--- config.mk ---
export PLATFORM = sky130hd
export DESIGN_NAME = salc_set_rem
export DESIGN_NICKNAME = d
export VERILOG_FILES = /design/src/rtl/core/salc_pkg.sv /design/src/rtl/core/salc_set_rem.sv
export SDC_FILE = /design/constraint.sdc
export NUM_CORES = 1
export LEC_CHECK = 0
export ABC_AREA = 1
export BUFFER_PORTS_ARGS = -buffer_cell sky130_fd_sc_hd__buf_4
export CORE_ASPECT_RATIO = 1.2
export CORE_MARGIN = 1.5
export CORE_UTILIZATION = 45
export CTS_CLUSTER_SIZE = 24
export DETAILED_ROUTE_END_ITERATION = 12
export GPL_TIMING_DRIVEN = 0
export PLACE_DENSITY = 0.67
export SLEW_MARGIN = 30
export SYNTH_ARGS = -nofsm -noshare
export SYNTH_HDL_FRONTEND = slang
export SYNTH_SLANG_ARGS = --single-unit
--- constraint.sdc ---
create_clock -name clk -period 4 [get_ports clk]
set_clock_uncertainty 0.05 [all_clocks]
set_input_delay 0.4 -clock clk [delete_from_list [all_inputs] [get_ports clk]]
set_output_delay 0.4 -clock clk [all_outputs]
set_load 0.01 [all_outputs]
--- src/rtl/core/salc_pkg.sv ---
// ============================================================================
// salc_pkg
// Shared types, constants and helpers for the set-associative LRU tag cache.
// ============================================================================
`default_nettype none

package salc_pkg;

  localparam int SETS        = 4096;
  localparam int WAYS        = 8;
  localparam int ADDR_W      = 32;
  localparam int USE_W       = 16;
  localparam int TAG_W       = 26;
  localparam int BLOCK_SHIFT = 6;
  localparam int SKIP_SHIFT  = 5;
  localparam int CNT_W       = 16;
  localparam int CFG_W       = 13;
  localparam int CFG_IDX_W   = 1;

  localparam int SET_W = (SETS > 1) ? $clog2(SETS) : 1;
  localparam int WAY_W = (WAYS > 1) ? $clog2(WAYS) : 1;
  // Divisor width: holds the set count itself.
  localparam int DIV_W = SET_W + 1;

  // Remainder unit retires this many key bits per cycle.
  localparam int REM_BITS  = 2;
  localparam int REM_ITER  = (TAG_W + REM_BITS - 1) / REM_BITS;
  localparam int KEY_PAD_W = REM_ITER * REM_BITS;
  localparam int REM_CNT_W = $clog2(REM_ITER + 1);

  localparam logic [CNT_W-1:0] CNT_MAX = '1;

  // Configuration register indexes.
  localparam logic [CFG_IDX_W-1:0] REG_SETS_IN_USE = 1'd0;
  localparam logic [CFG_IDX_W-1:0] REG_SKIP_LOW    = 1'd1;

  typedef enum logic [1:0] {
    OC_HIT        = 2'd0,
    OC_COMPULSORY = 2'd1,
    OC_CONFLICT   = 2'd2,
    OC_BYPASS     = 2'd3
  } salc_outcome_t;

  typedef enum logic [1:0] {
    ST_CLEAR,
    ST_IDLE,
    ST_DIV,
    ST_UPDATE
  } salc_state_t;

  typedef struct packed {
    logic [ADDR_W-1:0] address;
    logic              is_write;
    logic [USE_W-1:0]  use_count;
  } salc_in_t;

  typedef struct packed {
    salc_outcome_t     outcome;
    logic              evicted_dirty;
    logic              dead_on_arrival;
    logic [TAG_W-1:0]  evicted_tag;
    logic [CNT_W-1:0]  dirty_blocks;
    logic [CNT_W-1:0]  peak_dirty_blocks;
  } salc_out_t;

  typedef struct packed {
    logic             valid;
    logic             dirty;
    logic             reused;
    logic [TAG_W-1:0] tag;
  } salc_way_t;

  // One memory row holds a whole set: every way plus its recency order,
  // order[0] being the least recently used way.
  typedef struct packed {
    salc_way_t [WAYS-1:0]             ways;
    logic      [WAYS-1:0][WAY_W-1:0]  order;
  } salc_row_t;

  typedef struct packed {
    logic             done;
    logic [SET_W-1:0] set_idx;
  } salc_rem_t;

  function automatic salc_row_t salc_reset_row();
    salc_row_t row;
    row = '0;
    for (int i = 0; i < WAYS; i++) begin
      row.order[i] = WAY_W'(i);
    end
    return row;
  endfunction

endpackage

`default_nettype wire

--- src/rtl/core/salc_set_rem.sv ---
// ============================================================================
// salc_set_rem
// Iterative remainder unit: key modulo the set count, a few bits per cycle.
// ============================================================================
`default_nettype none

module salc_set_rem (
  input  wire logic                        clk,
  input  wire logic                        rst_n,
  input  wire logic                        start,
  input  wire logic [salc_pkg::TAG_W-1:0]  key,
  input  wire logic [salc_pkg::DIV_W-1:0]  divisor,
  output salc_pkg::salc_rem_t              result
);
  import salc_pkg::*;

  logic                 active_r;
  logic                 done_r;
  logic [REM_CNT_W-1:0] cnt_r;
  logic [KEY_PAD_W-1:0] key_r;
  logic [KEY_PAD_W-1:0] key_nxt;
  logic [SET_W-1:0]     rem_r;
  logic [SET_W-1:0]     rem_nxt;
  logic [DIV_W-1:0]     div_r;

  // Restoring remainder: the partial remainder stays below the divisor, so
  // one compare and subtract per key bit keeps it in range.
  always_comb begin
    logic [DIV_W-1:0] t;
    rem_nxt = rem_r;
    key_nxt = key_r;
    for (int b = 0; b < REM_BITS; b++) begin
      t = {rem_nxt, key_nxt[KEY_PAD_W-1]};
      if (t >= div_r) begin
        t = t - div_r;
      end
      rem_nxt = t[SET_W-1:0];
      key_nxt = {key_nxt[KEY_PAD_W-2:0], 1'b0};
    end
  end

  always_ff @(posedge clk) begin
    if (!rst_n) begin
      active_r <= 1'b0;
      done_r   <= 1'b0;
      cnt_r    <= '0;
    end else begin
      done_r <= !start && active_r && (cnt_r == REM_CNT_W'(1));
      if (start) begin
        active_r <= 1'b1;
        cnt_r    <= REM_CNT_W'(REM_ITER);
      end else if (active_r) begin
        cnt_r <= cnt_r - 1'b1;
        if (cnt_r == REM_CNT_W'(1)) begin
          active_r <= 1'b0;
        end
      end
    end
  end

  always_ff @(posedge clk) begin
    if (start) begin
      key_r <= KEY_PAD_W'(key);
      rem_r <= '0;
      div_r <= divisor;
    end else if (active_r) begin
      key_r <= key_nxt;
      rem_r <= rem_nxt;
    end
  end

  assign result.done    = done_r;
  assign result.set_idx = rem_r;

  a_rem_in_range: assert property (@(posedge clk) disable iff (!rst_n)
    done_r |-> ({1'b0, rem_r} < div_r))
    else $error("set index not below set count");

  a_done_single: assert property (@(posedge clk) disable iff (!rst_n)
    done_r |=> !done_r)
    else $error("remainder done held more than one cycle");

  a_start_idle: assert property (@(posedge clk) disable iff (!rst_n)
    start |-> !active_r)
    else $error("remainder started while still running");

endmodule

`default_nettype wire

==> results.yml, run 1 <==
clock_tree:
  hold_buffers: 0
  cts_tree: "yes"
  cts_buffer_depth: 2
  cts_setup_buffers: 0
  cts_sinks: 57
  clock_tree.root_cell: "clkbuf_8"
  cts.clk_slew.worst_paths_ns: 0.07
  htree_levels: 3
  cts-resized-gates: 0
  cts_inserted_buffers: 9
  clock_latency_ns: 0.35
logic_synthesis:
  async_flop_share_pct: 0
  ys.warnings.count: 0
  synth_flop_cell: "edfxtp_1"
  synth_top_area_cell: "edfxtp_1"
  synth_edf_count: 39
  ys_types: 37
  avgSynthCellArea_sq_um: 7.242
  yosys-top-cells-area: "edfxtp_1 29%, nand2_1 22%, dfxtp_1 8.8%, ha_1 8.5%, inv_1 7.2%"
  synth_top_area_share_pct: 28.57
  ys_seq_area_share_pct: 37.36
  synth_area_sq_mm: 0.004099
  synth_cells: 566
  ys_ff_latch: 57
  syn_nets: 638
timing:
  period_minus_slack_ns: 3.529
  slew_headroom_pct: 62.05
  slew_violations: 0
  tightest_slew_ns: 0.5684
  finalHoldViolCount: 0
  clock.fmax_mhz: 283.4
  fin_crit_sh_pct: 88.23
  setup-violations-final: 0
  rsz0062_at_grt: "no"
  tns_ns: 0
routing:
  vias: 3741
  drc: 0
  drt_iter0_markers: 129
  ant_nets: 0
  wl_microns: 9562
  drt_pass1_iterations: 4
  viasPerCell: 4.968
  wl_per_cell_microns: 12.70
finish:
  n_antenna_cell: 0
  drive_above_1_share_pct: 15.72
  fin_nets: 703
  synthToLayoutAreaGrowth_pct: 17.43
  fin_cells: 753
  fin_util_pct: 55.30
setup_path:
  cp_data_required_time_ns: 4.20
  worstPathMaxFanout: 10
  worstPathBufferInverterCount: 4
  critPathCaptureType: "register"
  max_stage_delay_ns: 0.44
  critPathMostFrequentCell: "nand2_1"
  critPathTopFamily: "simple AND/OR/NAND/NOR gates"
  slowest_stage: "fa_1"
  worst_setup_path_start_kind: "register"
  worstSetupPathType: "reg2reg"
  critical_path.cell_chain: "inv_1, ha_1, inv_1, fa_1, nand2_1, nand3_1, and2_1, nand2_1, nand3b_1, nand2_1, nand2_1, nand2_1, inv_1, ha_1, nand2_1, nor2_1, and2_1, nand2_1, nand3_2, buf_6, a21oi_1, nand2_1, nand2_1"
  worst_ep_arrival_time_ns: 3.72
power_and_ir_drop:
  power.density_mw_per_mm2: 307.6
  ir_worst_vdd_mv: 0.2553
  p_leak_uw: 0.002669
  power.total_uw: 1481
global_route:
  grt_pass1_wl_microns: 16220
  grt_pass1_vias: 3702
  antenna_found_initial: 0
  grt-ovfl-total: 0
  track_usage_pct: 21.32
  grt_max_degree: 29
die:
  boundaryPins: 55
  die_area_sq_mm: 0.009693
  rows: 37
  die_y_microns: 107.6
  coreArea_sq_mm: 0.008703
  start_util_pct: 47.10
  die_w_microns: 90.13
hold_path:
  holdCritPathClass: "in2reg"
place:
  io_buffer_count: 54
  dp_hpwl_microns: 7725
  placedCellCount: 737
  gp_congestion: 0.8891
run_status:
  status: "complete, no violations"
run:
  maxCapViolCount: 0
-- registers in the layout, indices dropped and copies added, names as in the netlist --
name	count
cnt_r	4
key_r	26
div_r	13
rem_r	12
active_r	1
done_r	1
-- cell type report --
class	instances	area, sq um
well taps	117	146.4
clock buffers	10	127.6
repair buffers	54	405.4
inverters	81	304.0
flip-flops and latches	57	1531
clock inverters	6	35.03
plain buffers	15	122.6
fillers	894	3890
multi-input cells	413	2141
-- power by group --
part / internal [uW] / leakage [uW] / switching (uW) / total, uW
sequential: 684 / 0.000541 / 18.7 / 703
clock: 220 / 0.0000818 / 241 / 460
combinational: 126 / 0.00205 / 191 / 317
-- per-layer routing --
metal,global-route usage [%],vias to the layer above,share of wire [%]
li1,-,1943,-
met1,22.81,1678,41
met2,38.91,87,51
met3,3.107,33,3.5
met4,14.29,0,4.2
met5,0,-,0
-- worst register-to-register path: stages, from the launching register on --
cell	delay, ns
edfxtp_1	0.42
inv_1	0.08
ha_1	0.17
inv_1	0.09
fa_1	0.45
nand2_1	0.09
nand3_1	0.08
and2_1	0.17
nand2_1	0.08
nand3b_1	0.08
nand2_1	0.09
nand2_1	0.06
nand2_1	0.08
inv_1	0.05
ha_1	0.34
nand2_1	0.09
nor2_1	0.20
and2_1	0.15
nand2_1	0.07
nand3_2	0.15
buf_6	0.16
a21oi_1	0.07
nand2_1	0.10
nand2_1	0.05
-- logic make-up after synthesis --
family | count (synthesis) | share of synthesized area (%)
AOI/OAI and AO/OA | 32 | 4.396
buffers and inverters | 96 | 10.41
xor gates and xnor gates | 9 | 1.923
adders and majority gates | 30 | 9.524
and+or+nand+nor | 342 | 36.39
DFF | 57 | 37.36
-- path summary, 6_finish.rpt --
| check | end | depth (start not counted) | from | slack [ns] |
|---|---|---|---|---|
| worst max-delay path | rem_r[8]$_SDFFE_PP0P_ | 23 | key_r[25]$_DFFE_PP_ | 0.47 |
| worst min-delay path | div_r[8]$_DFFE_PP_ | 1 | divisor[8] | 0.17 |
| worst max register to register | rem_r[8]$_SDFFE_PP0P_ | 23 | key_r[25]$_DFFE_PP_ | 0.47 |
| worst min register to register | cnt_r[3]$_SDFFE_PN0P_ | 2 | cnt_r[3]$_SDFFE_PN0P_ | 0.42 |
-- Yosys cell counts (2+ instances only) --
master,number
ha_1,28
clkbuf_1,7
clkbuf_8,3
dfxtp_1,18
o21ai_0,2
edfxtp_1,39
o211ai_1,2
nand3b_1,6
a21oi_1,24
nor2_1,22
nor2_2,4
fa_1,2
xnor2_1,5
nand3_2,4
xor2_1,4
nand3_1,32
nand4_1,18
buf_6,2
nand2_2,7
nand2_1,241
inv_1,79
and2_1,2
-- metrics by stage --
stage,cell area (sq um),hold WS (ns),setup slack [ns]
2_1_floorplan,4099,0.3949,0.9886
3_3_place_gp,4651,0.4045,0.5378
3_5_place_dp,4651,0.4164,0.5533
4_1_cts,4813,0.1521,0.5084
5_1_grt,4813,0.1645,0.1335
6_report,4813,0.1747,0.4710
-- layout by cell type, fill, tap and decap left out, drive strengths merged --
cell type	synthesis	final
clkbuf	10	20
clkinv	1	5
nor3	1	1
buf	5	59
o211ai	2	2
edfxtp	39	39
clkinvlp	0	2
o21bai	1	1
o21ai	3	3
nand4	19	19
nor2	27	27
nand3	37	37
a31oi	1	1
nand2	249	249
nand3b	6	6
and2	3	3
xor2	4	4
fa	2	2
ha	28	28
dfxtp	18	18
xnor2	5	5
a21oi	25	25
inv	80	80
Note: power is estimated with default switching activity, not from simulation.
==> run 2, diff against run 1 <==
--- a/config.mk
+++ b/config.mk
@@ -6,14 +6,14 @@
 export NUM_CORES = 1
 export LEC_CHECK = 0
 export ABC_AREA = 1
-export BUFFER_PORTS_ARGS = -buffer_cell sky130_fd_sc_hd__buf_4
 export CORE_ASPECT_RATIO = 1.2
-export CORE_MARGIN = 1.5
+export CORE_MARGIN = 8
 export CORE_UTILIZATION = 45
 export CTS_CLUSTER_SIZE = 24
 export DETAILED_ROUTE_END_ITERATION = 12
+export DONT_BUFFER_PORTS = 1
 export GPL_TIMING_DRIVEN = 0
-export PLACE_DENSITY = 0.67
+export PLACE_DENSITY = 0.62
 export SLEW_MARGIN = 30
 export SYNTH_ARGS = -nofsm -noshare
 export SYNTH_HDL_FRONTEND = slang
==> run 2 against run 1 <==
- via count shrank 7.0%
- non-clock buffer count is 54 lower
- largest cell class unchanged
- largest power group unchanged
- highest routed layer unchanged
- hold slack lost 0.085 ns
==> results.yml, run 2 (synthesized netlist as in run 1, its figures left out) <==
run_status:
  status: "complete, no violations"
global_route:
  track_usage_pct: 17.03
  grt-ovfl-total: 0
  grt_pass1_vias: 3658
  grt_max_degree: 29
  grt_pass1_wl_microns: 16330
  antenna_found_initial: 0
clock_tree:
  cts_buffer_depth: 2
  cts_tree: "yes"
  clock_latency_ns: 0.35
  htree_levels: 3
  clock_tree.root_cell: "clkbuf_8"
  cts_sinks: 57
  cts_inserted_buffers: 9
  cts-resized-gates: 0
  cts.clk_slew.worst_paths_ns: 0.07
  cts_setup_buffers: 0
  hold_buffers: 0
setup_path:
  cp_data_required_time_ns: 4.19
  cp-startpoint: "key_r[25]$_DFFE_PP_"
  rr_endpoint: "rem_r[11]$_SDFFE_PP0P_"
  r2r_start: "key_r[25]$_DFFE_PP_"
  rrSetupSlack_ns: 0.47
  rr_worst_depth: 25
  worst_ep_arrival_time_ns: 3.71
  worstSetupPathType: "reg2reg"
  crit_path_end: "rem_r[11]$_SDFFE_PP0P_"
  worst_setup_path_start_kind: "register"
  worstPathMaxFanout: 10
  critPathCaptureType: "register"
routing:
  wl_per_cell_microns: 13.79
  wl_microns: 9683
  drt_iter0_markers: 172
  ant_nets: 0
  vias: 3481
  drt_pass1_iterations: 5
  viasPerCell: 4.959
  drc: 0
finish:
  regMostFlops: "key_r"
  layout_commonest_cell: "nand2_1"
  fin_nets: 649
  drive_above_1_share_pct: 7.732
  n_antenna_cell: 0
  fin_util_pct: 50.00
  final_cell_mix: "241 x nand2_1, 78 x inv_1, 39 x edfxtp_1"
  n_fill_cell: 934
  largest_reg_flops: 26
  synthToLayoutAreaGrowth_pct: 9.036
  reg.largest.list: "key_r: 26 flops, div_r: 13 flops, rem_r: 12 flops"
die:
  die_w_microns: 103.1
  die_y_microns: 120.6
  start_util_pct: 45.86
  die_area_sq_mm: 0.01243
  rows: 38
  boundaryPins: 55
  coreArea_sq_mm: 0.008939
timing:
  period_minus_slack_ns: 3.526
  finalHoldViolCount: 0
  tightest_slew_ns: 0.5722
  slew_headroom_pct: 61.80
  setup-violations-final: 0
  tns_ns: 0
  clock.fmax_mhz: 283.6
  slew_violations: 0
  fin_crit_sh_pct: 88.14
  rsz0062_at_grt: "no"
run:
  maxCapViolCount: 0
place:
  dp_hpwl_microns: 7786
  gp_congestion: 0.8997
  io_buffer_count: 0
power_and_ir_drop:
  power_frac_clock_pct: 38.2
  p_int_uw: 1147
  power_switching_uw: 439.0
  ir_worst_vdd_mv: 0.2459
  pwr-share-seq_pct: 44.4
  pwr-share-comb_pct: 17.4
  p_sw_share_pct: 27.67
  p_leak_uw: 0.002422
  power.density_mw_per_mm2: 354.9
hold_path:
  holdCritPathClass: "in2reg"
## run 2: changes by cell type in the layout (fill, tap and decap cells not counted), sizes merged
cell	delta
buf	-54
bufinv	+2
clkinv	-3
clkbuf	+1
## run 2: routing by layer
| metal | GRT usage, % | vias up | wire [microns] |
|---|---|---|---|
| met3 | 3.450 | 27 | 436 |
| met1 | 17.96 | 1544 | 3925 |
| met2 | 29.83 | 77 | 4936 |
| met5 | 0 | - | 0 |
| li1 | - | 1833 | - |
| met4 | 10.97 | 0 | 385 |
## run 2: stage by stage
stage	power, uW	hold slack [ns]	setup slack [ns]	std cells	instance area, sq um
floorplan	931.3	0.3949	0.9886	566	4099
global placement	988.2	0.4045	0.4836	686	4249
detailed placement	993.5	0.4190	0.4989	686	4249
CTS	1599	0.07817	0.4693	702	4469
global route	1669	0.07695	0.1522	702	4469
finish	1586	0.08969	0.4742	702	4469
## run 2: power groups by stage
stage	Combinational, uW	Clock [uW]	Sequential [uW]
CTS	277	617	705
global placement	271	0	717
detailed placement	276	0	718
global route	316	642	711
floorplan	220	0	711
finish	276	606	705
## run 2: worst max-delay path: stages (launching register included)
cell	delay [ns]
edfxtp_1	0.41
inv_1	0.08
ha_1	0.17
inv_1	0.09
fa_1	0.44
nand2_1	0.09
nand3_1	0.08
and2_1	0.18
nand2_1	0.09
nand3b_1	0.08
nand2_1	0.08
nand2_1	0.05
nand2_1	0.08
inv_1	0.05
ha_1	0.33
nand2_1	0.12
inv_1	0.06
nand2_1	0.07
nand2_1	0.06
a21oi_1	0.15
nand3_2	0.17
inv_2	0.10
buf_6	0.14
nand3_1	0.08
nand2_1	0.07
nand2_1	0.04
## run 2: cell type report
class / count / area, sq um / share of cell area [%]
Sequential cell: 57 / 1531 / 34.27
Inverter: 81 / 304.0 / 6.803
Tap cell: 120 / 150.1 / 3.359
Multi-Input combinational cell: 413 / 2141 / 47.90
Clock inverter: 5 / 78.83 / 1.764
Clock buffer: 11 / 141.4 / 3.164
Buffer: 15 / 122.6 / 2.744
## run 2: how the worst min path moves through the flow
| stage | startpoint | to | slack (ns) | cells past startpoint |
|---|---|---|---|---|
| final | divisor[5] | div_r[5]$_DFFE_PP_ | 0.09 | 0 |
| after floorplan | cnt_r[3]$_SDFFE_PN0P_ | cnt_r[3]$_SDFFE_PN0P_ | 0.39 | 2 |
| after detailed placement | cnt_r[3]$_SDFFE_PN0P_ | cnt_r[3]$_SDFFE_PN0P_ | 0.42 | 2 |
| after CTS | divisor[5] | div_r[5]$_DFFE_PP_ | 0.08 | 0 |
| after global placement | cnt_r[3]$_SDFFE_PN0P_ | cnt_r[3]$_SDFFE_PN0P_ | 0.40 | 2 |
| after global routing | divisor[5] | div_r[5]$_DFFE_PP_ | 0.08 | 0 |
==> run 3, diff against run 2 <==
--- a/config.mk
+++ b/config.mk
@@ -6,13 +6,14 @@
 export NUM_CORES = 1
 export LEC_CHECK = 0
 export ABC_AREA = 1
-export CORE_ASPECT_RATIO = 1.2
+export CAP_MARGIN = 20
 export CORE_MARGIN = 8
 export CORE_UTILIZATION = 45
 export CTS_CLUSTER_SIZE = 24
 export DETAILED_ROUTE_END_ITERATION = 12
 export DONT_BUFFER_PORTS = 1
 export GPL_TIMING_DRIVEN = 0
+export MAX_ROUTING_LAYER = met4
 export PLACE_DENSITY = 0.62
 export SLEW_MARGIN = 30
 export SYNTH_ARGS = -nofsm -noshare
==> run 3 against run 2 <==
- total power up 0.56%
- utilization is 0.50 points lower
- critical path depth stayed put
- first-iteration DRC count shrank 2.9%
- maximum frequency decreased by 1.1%
- critical endpoint is now rem_r[3]$_SDFFE_PP0P_
- largest power group unchanged
==> results.yml, run 3 (synthesized netlist as in run 1, its figures left out) <==
run_status:
  status: "complete, no violations"
setup_path:
  critPathTopFamily: "simple AND/OR/NAND/NOR gates"
  worstSetupPathType: "reg2reg"
  cp_data_required_time_ns: 4.20
  critPathCaptureType: "register"
  worstPathMaxFanout: 10
  r2r_start: "key_r[25]$_DFFE_PP_"
  rr_worst_depth: 25
  worst_ep_arrival_time_ns: 3.76
  slowest_stage: "fa_1"
  path_depth: 25
  rrSetupSlack_ns: 0.44
  critPathMostFrequentCell: "nand2_1"
  rr_endpoint: "rem_r[3]$_SDFFE_PP0P_"
  max_stage_delay_ns: 0.45
  worstPathBufferInverterCount: 6
  worst_setup_path_start_kind: "register"
  cp-startpoint: "key_r[25]$_DFFE_PP_"
clock_tree:
  cts_setup_buffers: 0
  cts.clk_slew.worst_paths_ns: 0.08
  hold_buffers: 0
  cts-resized-gates: 0
  cts_buffer_depth: 2
  cts_sinks: 57
  cts_tree: "yes"
  htree_levels: 3
  clock_latency_ns: 0.35
  clock_tree.root_cell: "clkbuf_8"
  cts_inserted_buffers: 9
die:
  boundaryPins: 55
  coreArea_sq_mm: 0.009021
  start_util_pct: 45.44
  die_y_microns: 111.4
  die_w_microns: 111.4
  rows: 35
  die_area_sq_mm: 0.01242
finish:
  reg.largest.list: "key_r: 26 flops, div_r: 13 flops, rem_r: 12 flops"
  layout_commonest_cell: "nand2_1"
  n_antenna_cell: 0
  regMostFlops: "key_r"
  fin_nets: 649
  final_cell_mix: "241 x nand2_1, 78 x inv_1, 39 x edfxtp_1"
  drive_above_1_share_pct: 8.076
  fin_util_pct: 49.50
  n_fill_cell: 941
  synthToLayoutAreaGrowth_pct: 8.944
  largest_reg_flops: 26
power_and_ir_drop:
  pwr-share-seq_pct: 44.1
  p_int_uw: 1138
  p_leak_uw: 0.002433
  power_switching_uw: 457.2
  pwr-share-comb_pct: 17.4
  power_frac_clock_pct: 38.5
  power.total_uw: 1595
  power.density_mw_per_mm2: 357.2
  p_sw_share_pct: 28.66
  ir_worst_vdd_mv: 0.2274
timing:
  rsz0062_at_grt: "no"
  tns_ns: 0
  setup-violations-final: 0
  period_minus_slack_ns: 3.565
  slew_headroom_pct: 62.55
  fin_crit_sh_pct: 89.11
  finalHoldViolCount: 0
  slew_violations: 0
  tightest_slew_ns: 0.5610
  clock.fmax_mhz: 280.5
routing:
  drc: 0
  wl_microns: 9634
  vias: 3530
  drt_iter0_markers: 167
  drt_pass1_iterations: 7
  wl_per_cell_microns: 13.90
  ant_nets: 0
  viasPerCell: 5.094
run:
  maxCapViolCount: 0
place:
  gp_congestion: 0.9004
  io_buffer_count: 0
  dp_hpwl_microns: 7722
global_route:
  antenna_found_initial: 0
  track_usage_pct: 16.60
  grt_max_degree: 29
  grt-ovfl-total: 0
  grt_pass1_wl_microns: 16590
  grt_pass1_vias: 3625
hold_path:
  min_from: "divisor[5]"
  min_path_cells: 0
  holdCritPathClass: "in2reg"
  holdPathEnd: "div_r[5]$_DFFE_PP_"
## run 3: cell types whose count changed in the layout (fill, tap and decap cells not counted)
| cell | before | now |
|---|---|---|
| clkinvlp_4 | 2 | 0 |
| clkinv_1 | 2 | 1 |
| clkbuf_1 | 8 | 7 |
| inv_6 | 0 | 1 |
| clkinv_4 | 0 | 4 |
| clkbuf_8 | 13 | 12 |
## run 3: power groups by stage
stage | registers, uW | clock network, uW | logic [uW]
after global placement | 717 | 0 | 271
after detailed placement | 718 | 0 | 275
after CTS | 705 | 631 | 278
after floorplan | 711 | 0 | 220
final | 704 | 613 | 278
after global routing | 710 | 650 | 322
## run 3: area by class of cell
class	count	area, sq um	share of cell area (%)
multi-input cells	413	2141	47.94
flip-flops and latches	57	1531	34.30
inverters	81	304.0	6.809
well taps	111	138.9	3.110
clock buffers	9	123.9	2.774
plain buffers	15	122.6	2.746
clock inverters	7	103.9	2.326
## run 3: metrics by stage
stage	setup WS (ns)	std cells	instance area, sq um	hold WS (ns)
after floorplan	0.9886	566	4099	0.3949
after detailed placement	0.4630	677	4238	0.4160
after CTS	0.4653	693	4466	0.07170
after global routing	0.05423	693	4466	0.07585
final	0.4354	693	4466	0.09428
after global placement	0.5377	677	4238	0.4052
## run 3: worst max path at each step
stage,endpoint,slack [ns]
after floorplan,rem_r[11]$_SDFFE_PP0P_,0.99
after global placement,rem_r[9]$_SDFFE_PP0P_,0.54
after detailed placement,rem_r[5]$_SDFFE_PP0P_,0.46
after CTS,rem_r[9]$_SDFFE_PP0P_,0.47
after global routing,rem_r[9]$_SDFFE_PP0P_,0.05
final,rem_r[3]$_SDFFE_PP0P_,0.44
## run 3: metal layers
metal,GRT usage [%],vias up,share of wire [%]
met4,5.867,0,2.0
met3,3.817,20,4.8
met5,-,-,0
met2,28.92,86,49
li1,-,1825,-
met1,18.11,1599,44
## run 3: worst register-to-register path, stage by stage (launching register included)
cell and delay, ns:
edfxtp_1 0.42, inv_1 0.09, ha_1 0.17, inv_1 0.09
fa_1 0.45, nand2_1 0.09, nand3_1 0.08, and2_1 0.17
nand2_1 0.08, nand3b_1 0.08, nand2_1 0.08, nand2_1 0.06
nand2_1 0.09, inv_1 0.05, ha_1 0.33, nand2_1 0.12
inv_1 0.06, nand2_1 0.06, nand2_1 0.07, a21oi_1 0.17
nand3_2 0.17, inv_2 0.10, buf_6 0.14, nand3_1 0.10
nand2_1 0.06, nand2_1 0.05
